## config.mk

```make
export PLATFORM = sky130hd
export DESIGN_NAME = midi_learn_binding_dispatcher_core
export DESIGN_NICKNAME = d
export VERILOG_FILES = /design/src/rtl/mlbd_pkg.sv /design/src/rtl/mlbd_table.sv /design/src/rtl/mlbd_ring.sv /design/src/rtl/midi_learn_binding_dispatcher_core.sv
export SDC_FILE = /design/constraint.sdc
export NUM_CORES = 1
export LEC_CHECK = 0
export ABC_CLOCK_PERIOD_IN_PS = 4000
export BUFFER_PORTS_ARGS = -buffer_cell sky130_fd_sc_hd__buf_4
export CAP_MARGIN = 20
export CORE_UTILIZATION = 25
export DETAILED_ROUTE_END_ITERATION = 6
export GPL_TIMING_DRIVEN = 1
export PLACE_DENSITY_LB_ADDON = 0.3
export SLEW_MARGIN = 10
export SYNTH_ARGS = -nofsm -noshare
export SYNTH_HDL_FRONTEND = slang
export SYNTH_SLANG_ARGS = --single-unit
```

## constraint.sdc

```tcl
create_clock -name i_clk -period 4 [get_ports i_clk]
set_input_delay 0.8 -clock i_clk [delete_from_list [all_inputs] [get_ports i_clk]]
set_output_delay 0.8 -clock i_clk [all_outputs]
set_load 0.005 [all_outputs]
```

## src/rtl/mlbd_pkg.sv

```systemverilog
// Shared types and constants for the MIDI learn binding dispatcher.
`default_nettype none

package mlbd_pkg;

    // Default sizing
    localparam int DEF_NUM_ACTIONS      = 2;
    localparam int DEF_SLOTS_PER_ACTION = 4;
    localparam int DEF_RING_DEPTH       = 16;

    // Channel message status range: [CHANNEL_LOW, CHANNEL_END)
    localparam logic [7:0] CHANNEL_LOW = 8'h80;
    localparam logic [7:0] CHANNEL_END = 8'hF0;

    typedef enum logic [1:0] {
        OP_MIDI  = 2'd0,
        OP_LEARN = 2'd1,
        OP_CLEAR = 2'd2,
        OP_POP   = 2'd3
    } t_op;

    // One binding as seen on the table read port
    typedef struct packed {
        logic       valid;
        logic [7:0] status;
        logic [7:0] data;
    } t_binding;

    typedef struct packed {
        logic rd;
        logic wr;
        logic clr;
    } t_tbl_ctl;

    typedef struct packed {
        logic push;
        logic pop;
    } t_ring_ctl;

    typedef struct packed {
        logic empty;
    } t_ring_sts;

endpackage

`default_nettype wire

```

## src/rtl/mlbd_table.sv

```systemverilog
// Binding table: status/data memory with a flip-flop valid bit per entry.
`default_nettype none

module mlbd_table
    import mlbd_pkg::*;
#(
    parameter int TBL_DEPTH = DEF_NUM_ACTIONS * DEF_SLOTS_PER_ACTION,
    localparam int TBL_AW   = (TBL_DEPTH > 1) ? $clog2(TBL_DEPTH) : 1
) (
    input  wire logic              i_clk,
    input  wire logic              i_rst_n,
    input  wire t_tbl_ctl          i_ctl,
    input  wire logic [TBL_AW-1:0] i_addr,
    input  wire logic [7:0]        i_wr_status,
    input  wire logic [7:0]        i_wr_data,
    output t_binding               o_rd
);

    logic [15:0]          r_mem [TBL_DEPTH];
    logic [TBL_DEPTH-1:0] r_vld;
    logic [15:0]          r_rd_word;
    logic                 r_rd_vld;

    // valid bits: cleared at reset, so a never-learned entry reads invalid
    always_ff @(posedge i_clk) begin
        if (!i_rst_n) begin
            r_vld <= '0;
        end else if (i_ctl.wr) begin
            r_vld[i_addr] <= 1'b1;
        end else if (i_ctl.clr) begin
            r_vld[i_addr] <= 1'b0;
        end
    end

    always_ff @(posedge i_clk) begin
        if (i_ctl.wr) begin
            r_mem[i_addr] <= {i_wr_status, i_wr_data};
        end
        if (i_ctl.rd) begin
            r_rd_word <= r_mem[i_addr];
            r_rd_vld  <= r_vld[i_addr];
        end
    end

    assign o_rd = '{valid: r_rd_vld, status: r_rd_word[15:8], data: r_rd_word[7:0]};

endmodule

`default_nettype wire

```

## src/rtl/mlbd_ring.sv

```systemverilog
// Action ring: circular queue memory with head/tail pointers, drop-oldest on full.
`default_nettype none

module mlbd_ring
    import mlbd_pkg::*;
#(
    parameter int RING_DEPTH = DEF_RING_DEPTH,
    parameter int ACT_W      = 1,
    localparam int RING_AW   = $clog2(RING_DEPTH)
) (
    input  wire logic             i_clk,
    input  wire logic             i_rst_n,
    input  wire t_ring_ctl        i_ctl,
    input  wire logic [ACT_W-1:0] i_push_action,
    output logic [ACT_W-1:0]      o_pop_action,
    output t_ring_sts             o_sts
);

    logic [ACT_W-1:0]   r_mem [RING_DEPTH];
    logic [RING_AW-1:0] r_head;
    logic [RING_AW-1:0] r_tail;
    logic [ACT_W-1:0]   r_pop_data;
    logic [RING_AW-1:0] head_nxt;
    logic [RING_AW-1:0] tail_nxt;

    function automatic logic [RING_AW-1:0] f_next(input logic [RING_AW-1:0] p);
        return (p == RING_AW'(RING_DEPTH - 1)) ? '0 : p + RING_AW'(1);
    endfunction

    assign head_nxt = f_next(r_head);
    assign tail_nxt = f_next(r_tail);

    always_ff @(posedge i_clk) begin
        if (!i_rst_n) begin
            r_head <= '0;
            r_tail <= '0;
        end else if (i_ctl.push) begin
            r_head <= head_nxt;
            // full: drop the oldest
            if (head_nxt == r_tail) begin
                r_tail <= tail_nxt;
            end
        end else if (i_ctl.pop) begin
            r_tail <= tail_nxt;
        end
    end

    always_ff @(posedge i_clk) begin
        if (i_ctl.push) begin
            r_mem[r_head] <= i_push_action;
        end
        if (i_ctl.pop) begin
            r_pop_data <= r_mem[r_tail];
        end
    end

    assign o_pop_action = r_pop_data;
    assign o_sts.empty  = (r_head == r_tail);

endmodule

`default_nettype wire

```

## src/rtl/midi_learn_binding_dispatcher_core.sv

```systemverilog
// Top level of the MIDI learn binding dispatcher: op sequencer and result register.
`default_nettype none

// MIDI learn and dispatch engine. Items carry one op: a MIDI message, arm/disarm
// learn, clear a binding slot, or pop one queued action; each item gives exactly
// one result item. Only channel messages (status 0x80..0xEF) do anything. With
// learn armed, a message is written into the armed slot and learn disarms;
// otherwise the binding table is scanned action-major and the first matching
// action is pushed into the action ring (drop-oldest when full, holding
// RING_DEPTH-1 entries). Items are processed one at a time. A message that
// scans the table keeps the core busy until the next accept; in the worst
// case that covers one table read per cycle through the single read port,
// then the compare of the last entry, then the hand-over to the result
// register. A hit ends the scan early. Learn, clear, non-channel messages
// and a pop of an empty ring go straight to the done state; a pop of a
// non-empty ring first passes through the pop state for the ring memory read.
// While the result register is full and stalled, the next result waits in
// the done state and the input stays stalled. The result register lets the
// next item be accepted while the previous result waits downstream. The
// table valid bits clear at reset, so no clearing pass is needed.
module midi_learn_binding_dispatcher_core
    import mlbd_pkg::*;
#(
    parameter int NUM_ACTIONS      = DEF_NUM_ACTIONS,
    parameter int SLOTS_PER_ACTION = DEF_SLOTS_PER_ACTION,
    parameter int RING_DEPTH       = DEF_RING_DEPTH
) (
    input  wire logic              i_clk,
    input  wire logic              i_rst_n,
    // input item channel
    input  wire logic              i_valid,
    output logic                   o_stall,
    input  wire logic [1:0]        i_op,
    input  wire logic [7:0]        i_status_byte,
    input  wire logic [7:0]        i_first_data,
    input  wire logic signed [3:0] i_action_index,
    input  wire logic signed [3:0] i_slot_index,
    // result item channel
    output logic                   o_valid,
    input  wire logic              i_stall,
    output logic                   o_consumed,
    output logic                   o_learned,
    output logic                   o_popped_valid,
    output logic [2:0]             o_popped_action,
    output logic                   o_learn_armed
);

    localparam int TBL_DEPTH = NUM_ACTIONS * SLOTS_PER_ACTION;
    localparam int TBL_AW    = (TBL_DEPTH > 1) ? $clog2(TBL_DEPTH) : 1;
    localparam int ACT_W     = (NUM_ACTIONS > 1) ? $clog2(NUM_ACTIONS) : 1;
    localparam int SLOT_W    = (SLOTS_PER_ACTION > 1) ? $clog2(SLOTS_PER_ACTION) : 1;

    typedef enum logic [1:0] {
        S_IDLE,
        S_SCAN,
        S_POP,
        S_DONE
    } t_state;

    t_state              r_state;
    logic                r_armed;
    logic [TBL_AW-1:0]   r_learn_addr;
    logic [7:0]          r_status;
    logic [7:0]          r_data;

    // scan: issue side and compare side (registered behind the issue side)
    logic [ACT_W-1:0]    r_scan_act;
    logic [SLOT_W-1:0]   r_scan_slot;
    logic [TBL_AW-1:0]   r_scan_addr;
    logic                r_issue_done;
    logic                r_cmp_vld;
    logic                r_cmp_last;
    logic [ACT_W-1:0]    r_cmp_act;

    // pending result and output register
    logic                r_res_consumed;
    logic                r_res_learned;
    logic                r_res_pvalid;
    logic [2:0]          r_res_paction;
    logic                r_out_valid;
    logic                r_out_consumed;
    logic                r_out_learned;
    logic                r_out_pvalid;
    logic [2:0]          r_out_paction;
    logic                r_out_armed;

    logic                accept;
    t_op                 op;
    logic                is_chan;
    logic                learn_hit;
    logic                idx_ok;
    logic [6:0]          idx7;
    logic                hit;
    logic                scan_rd;
    logic                scan_last;
    logic                handover;

    t_tbl_ctl            tbl_ctl;
    logic [TBL_AW-1:0]   tbl_addr;
    t_binding            tbl_rd;
    t_ring_ctl           ring_ctl;
    t_ring_sts           ring_sts;
    logic [ACT_W-1:0]    ring_pop_action;

    assign o_stall = (r_state != S_IDLE);
    assign accept  = i_valid && !o_stall;
    assign op      = t_op'(i_op);
    assign is_chan = (i_status_byte >= CHANNEL_LOW) && (i_status_byte < CHANNEL_END);

    // channel message captured into the armed slot
    assign learn_hit = (op == OP_MIDI) && is_chan && r_armed;

    // negative indices have the sign bit set; the rest compare unsigned
    assign idx_ok = !i_action_index[3] && !i_slot_index[3]
                 && ($unsigned(i_action_index) < 4'(NUM_ACTIONS))
                 && ($unsigned(i_slot_index) < 4'(SLOTS_PER_ACTION));
    assign idx7   = 7'(i_action_index[2:0]) * 7'(SLOTS_PER_ACTION) + 7'(i_slot_index[2:0]);

    // compare the entry read last cycle
    assign hit = r_cmp_vld && tbl_rd.valid
              && (tbl_rd.status == r_status) && (tbl_rd.data == r_data);

    assign scan_rd   = (r_state == S_SCAN) && !r_issue_done && !hit;
    assign scan_last = (r_scan_act == ACT_W'(NUM_ACTIONS - 1))
                    && (r_scan_slot == SLOT_W'(SLOTS_PER_ACTION - 1));

    // result moves to the output register once that register is free
    assign handover = (r_state == S_DONE) && (!r_out_valid || !i_stall);

    always_comb begin
        tbl_ctl  = '0;
        tbl_addr = r_scan_addr;
        ring_ctl = '0;
        if (accept) begin
            case (op)
                OP_MIDI: begin
                    if (is_chan && r_armed) begin
                        tbl_ctl.wr = 1'b1;
                        tbl_addr   = r_learn_addr;
                    end
                end
                OP_CLEAR: begin
                    if (idx_ok) begin
                        tbl_ctl.clr = 1'b1;
                        tbl_addr    = TBL_AW'(idx7);
                    end
                end
                OP_POP: begin
                    ring_ctl.pop = !ring_sts.empty;
                end
                default: begin
                end
            endcase
        end
        if (r_state == S_SCAN) begin
            tbl_ctl.rd    = scan_rd;
            ring_ctl.push = hit;
        end
    end

    always_ff @(posedge i_clk) begin
        if (!i_rst_n) begin
            r_state      <= S_IDLE;
            r_armed      <= 1'b0;
            r_learn_addr <= '0;
            r_out_valid  <= 1'b0;
            r_issue_done <= 1'b0;
            r_cmp_vld    <= 1'b0;
        end else begin
            if (handover) begin
                r_out_valid <= 1'b1;
            end else if (r_out_valid && !i_stall) begin
                r_out_valid <= 1'b0;
            end
            case (r_state)
                S_IDLE: begin
                    if (accept) begin
                        r_status       <= i_status_byte;
                        r_data         <= i_first_data;
                        r_res_consumed <= learn_hit;
                        r_res_learned  <= learn_hit;
                        r_res_pvalid   <= 1'b0;
                        r_res_paction  <= '0;
                        case (op)
                            OP_MIDI: begin
                                if (is_chan && r_armed) begin
                                    r_armed      <= 1'b0;
                                    r_learn_addr <= '0;
                                    r_state      <= S_DONE;
                                end else if (is_chan) begin
                                    r_scan_act   <= '0;
                                    r_scan_slot  <= '0;
                                    r_scan_addr  <= '0;
                                    r_issue_done <= 1'b0;
                                    r_cmp_vld    <= 1'b0;
                                    r_state      <= S_SCAN;
                                end else begin
                                    r_state <= S_DONE;
                                end
                            end
                            OP_LEARN: begin
                                r_armed      <= idx_ok;
                                r_learn_addr <= idx_ok ? TBL_AW'(idx7) : '0;
                                r_state      <= S_DONE;
                            end
                            OP_POP: begin
                                if (!ring_sts.empty) begin
                                    r_state <= S_POP;
                                end else begin
                                    r_state <= S_DONE;
                                end
                            end
                            default: begin
                                r_state <= S_DONE;
                            end
                        endcase
                    end
                end
                S_SCAN: begin
                    if (scan_rd) begin
                        if (r_scan_slot == SLOT_W'(SLOTS_PER_ACTION - 1)) begin
                            r_scan_slot <= '0;
                            r_scan_act  <= r_scan_act + ACT_W'(1);
                        end else begin
                            r_scan_slot <= r_scan_slot + SLOT_W'(1);
                        end
                        r_scan_addr  <= r_scan_addr + TBL_AW'(1);
                        r_issue_done <= scan_last;
                    end
                    r_cmp_vld  <= scan_rd;
                    r_cmp_act  <= r_scan_act;
                    r_cmp_last <= scan_last;
                    if (hit) begin
                        r_res_consumed <= 1'b1;
                        r_state        <= S_DONE;
                    end else if (r_cmp_vld && r_cmp_last) begin
                        r_state <= S_DONE;
                    end
                end
                S_POP: begin
                    r_res_pvalid  <= 1'b1;
                    r_res_paction <= 3'(ring_pop_action);
                    r_state       <= S_DONE;
                end
                S_DONE: begin
                    if (handover) begin
                        r_out_consumed <= r_res_consumed;
                        r_out_learned  <= r_res_learned;
                        r_out_pvalid   <= r_res_pvalid;
                        r_out_paction  <= r_res_paction;
                        r_out_armed    <= r_armed;
                        r_cmp_vld      <= 1'b0;
                        r_state        <= S_IDLE;
                    end
                end
                default: begin
                    r_state <= S_IDLE;
                end
            endcase
        end
    end

    assign o_valid         = r_out_valid;
    assign o_consumed      = r_out_consumed;
    assign o_learned       = r_out_learned;
    assign o_popped_valid  = r_out_pvalid;
    assign o_popped_action = r_out_paction;
    assign o_learn_armed   = r_out_armed;

    mlbd_table #(
        .TBL_DEPTH (TBL_DEPTH)
    ) u_table (
        .i_clk       (i_clk),
        .i_rst_n     (i_rst_n),
        .i_ctl       (tbl_ctl),
        .i_addr      (tbl_addr),
        .i_wr_status (i_status_byte),
        .i_wr_data   (i_first_data),
        .o_rd        (tbl_rd)
    );

    mlbd_ring #(
        .RING_DEPTH (RING_DEPTH),
        .ACT_W      (ACT_W)
    ) u_ring (
        .i_clk         (i_clk),
        .i_rst_n       (i_rst_n),
        .i_ctl         (ring_ctl),
        .i_push_action (r_cmp_act),
        .o_pop_action  (ring_pop_action),
        .o_sts         (ring_sts)
    );

    // no table update while a scan is reading it
    a_scan_no_write: assert property (@(posedge i_clk) disable iff (!i_rst_n)
        (r_state == S_SCAN) |-> (!tbl_ctl.wr && !tbl_ctl.clr))
        else $error("table written during scan");

    // pops only from a non-empty ring
    a_pop_nonempty: assert property (@(posedge i_clk) disable iff (!i_rst_n)
        ring_ctl.pop |-> !ring_sts.empty)
        else $error("pop from empty ring");

    // a push always leaves something queued
    a_push_nonempty: assert property (@(posedge i_clk) disable iff (!i_rst_n)
        ring_ctl.push |=> !ring_sts.empty)
        else $error("ring empty after push");

    // a waiting result is never overwritten
    a_done_holds: assert property (@(posedge i_clk) disable iff (!i_rst_n)
        (r_state == S_DONE && r_out_valid && i_stall) |=> (r_state == S_DONE))
        else $error("result register overwritten");

    // learned implies consumed
    a_learned_consumed: assert property (@(posedge i_clk) disable iff (!i_rst_n)
        o_valid |-> (!o_learned || o_consumed))
        else $error("learned without consumed");

endmodule

`default_nettype wire
```

==> summary.md <==
| Metric | Value |
|---|---|
| Routability cong. | 0.753 |
| Clock Latency Late Sink | 0.53 ns |
| Num CTS Buffers | 24 |
| Critical Path RT | 4.22 ns |
| Worst Setup End Kind | flop |
| Post-CTS resize count | 0 |
| Maxcap violations | 0 |
| Via count | 5355 |
| Port buffer count | 36 |
| Initial Util | 25.6% |
| Max Clock Freq | 311 MHz |
| Pins Over Slew Limit | 0 |
| Fin. Hold Viols | 0 |
| Detailed Route Iter0 Violations | 314 |
| #FFs+latches synth | 220 |
| Relative slew slack | 53.0% |
| Clock Tree Root | clkbuf_16 |
| Placed Area | 10500 um^2 |
| Post-DP HPWL | 14.0 mm |
| Area delta synth->final | 19.0% |
| Max Root-Sink Buffers | 3 |
| CTS tree | done |
| ANT nets after route | 0 |
| Post-CTS Hold Fix Bufs | 0 |
| Cell Pwr Density | 530 nW/um^2 |
| First-pass GRT wire length | 33.3 mm |
| Period utilization | 80.4% |
| Final wirelength | 21.2 mm |
| HP Class | reg2reg |
| Io pins | 39 |
| DR vias/cell | 4.36 |
| Ant. Diodes | 0 |
| Critical path class | reg2reg |
| Total GRT Usage | 11.2% |
| Fillers | 3687 |
| Synth warn | 0 |
| Worst setup SP type | flop |
| Final Non-Filler Cells | 1227 |
| RSZ-0062 raised after global routing | no |
| GR Overflow Total | 0 |
| # H-tree levels | 1 |
| Highest net fanout along the worst path | 46 |
| Final hold slack | 0.416 ns |
| Vias in the first global route | 5573 |
| Pin count of the biggest net entering global routing | 47 |
| Core area | 36900 um^2 |
| DRC | 0 |
| Sink Count | 220 |
| Final Skew | 0.0177 ns |
| Die width | 196 um |
| Die H | 196 um |
| Avg Inst Size Synth | 14.6 um^2 |
| Setup violations, final | 0 |
| Wire per inst | 17.3 um |
| Final instance area | 11200 um^2 |
| Async set-reset flop share out of synthesis | 0% |
| Rows | 70 |
| Most used DFF post-synth | edfxtp_1 |
| EDFF count, synth | 195 |
| Fin nets | 751 |
| Yosys cell types | 63 |
| Critical Path AT | 3.43 ns |
| DR pass1 iterations | 4 |
| Fin crit period | 3.22 ns |
| Post-CTS Setup Bufs | 0 |
| Reg clk slew, reported paths | 0.06 ns |
| Die area | 38500 um^2 |
| Least-Margin Pin Slew | 0.694 ns |
| Register area share after synthesis | 67.3% |
| Total power | 5.96 mW |
| DP Cell Count | 1184 |
| Cell count after synthesis | 646 |
| Status | finished, final reports clean |
| Initial antenna violation count | 0 |
| Synthesized area | 9440 um^2 |
| VDD IR max | 0.317 mV |
| P_leak | 3.83 nW |
| TNS Setup | 0 ns |
| Ratio of cells with drive above 1 in the final layout | 18.7% |
==> path summary, 6_finish.rpt <==
check,end,startpoint,cells after the start,slack (ns)
max,u_table.r_mem[2][6],r_state[0],10,0.78
min,o_popped_valid,r_res_pvalid,0,0.42
max reg2reg,u_table.r_mem[2][6],r_state[0],10,0.78
min reg2reg,o_popped_valid,r_res_pvalid,0,0.42
==> power by group <==
part	switching, mW	internal, mW
clock	0.902	1.24
combinational	0.653	0.435
sequential	0.0605	2.67
total	1.62	4.34
==> routing by layer <==
layer	wire length, um	share of wire (%)	GRT usage (%)
met4	375	1.8	2.84
met2	10200	48	18.6
met3	623	2.9	1.72
met1	10100	47	15.3
met5	0	0	0
==> synth_stat cells (all sizes together) (2+ instances only) <==
cell type	instances	share of area (%)
o311ai	2	0.19
mux2	25	3.0
nor4	2	0.13
o221ai	2	0.25
inv	17	0.68
and3	7	0.46
o21ai	18	0.95
edfxtp	195	62
o22ai	2	0.13
clkbuf	11	0.44
o31a	9	0.84
nand2b	7	0.46
nor3	8	0.60
o21a	10	0.80
a21boi	8	0.64
or4	2	0.24
dfxtp	25	5.3
nand2	46	1.9
mux2i	61	6.5
and2	11	0.73
nand4	14	0.93
nor2	33	1.4
a31oi	2	0.13
xnor2	23	2.1
or3	3	0.20
nor2b	9	0.60
a2bb2oi	4	0.37
a21oi	18	0.95
a211o	2	0.19
buf	15	0.99
mux4	5	1.2
ha	15	2.0
nand3	10	0.53
a221oi	6	0.56
xor2	3	0.28
==> flip-flops by register name, indices dropped and copies added (netlist names), 2 cells and up, named ones only <==
signal	count
u_ring.r_head	4
r_data	8
u_table.r_mem	128
u_ring.r_mem	16
r_scan_addr	3
r_learn_addr	3
u_ring.r_tail	4
r_state	2
u_table.r_rd_word	16
r_scan_slot	2
r_status	8
==> cells by family (layout without fill, tap and decap cells) <==
family | Yosys count | count (layout) | share of synthesized area, %
AO/OA/AOI/OAI | 94 | 94 | 7.01
XOR/XNOR | 26 | 26 | 2.41
adder cells (fa/ha/maj) | 15 | 15 | 1.99
buffers and inverters | 44 | 120 | 2.15
flip-flops | 220 | 220 | 67.3
multiplexers | 91 | 91 | 10.6
other | 1 | 2 | 0.0397
AND/OR/NAND/NOR | 155 | 155 | 8.42
==> cell type report <==
cell class              count  area (um^2)  area share, %
flip-flops and latches    220         6360           56.6
multi-input cells         383         2920           26.0
well taps                 504          631           5.61
clock buffers              30          623           5.55
repair buffers             59          493           4.39
clock inverters            13          143           1.27
inverters                  18         67.6          0.601
==> worst max-delay path: stages (launching register included) <==
cell	delay, ns
dfxtp_1	0.34
inv_1	0.09
ha_1	0.44
nand2_1	0.29
nor3_2	0.26
a22oi_1	0.15
o221ai_4	0.33
buf_12	0.31
nand2_1	0.21
nor2_2	0.21
buf_4	0.26
==> layout by cell type, fill, tap and decap left out, types with 11 or more instances in the layout <==
cell,instances
edfxtp_1,195
mux2i_1,61
buf_4,55
nand2_1,45
dfxtp_1,25
clkbuf_16,24
xnor2_1,23
nor2_1,22
mux2_2,19
a21oi_1,18
inv_1,17
ha_1,15
nand4_1,14
and2_1,11
==> stage by stage <==
stage          util (%)  setup slack, ns
2_1_floorplan         -            0.588
5_1_grt            30.5            0.553
3_3_place_gp       28.4            0.505
6_report           30.5            0.784
4_1_cts            30.5            0.759
3_5_place_dp       28.4            0.496
Power figures use the tool's default switching activity.
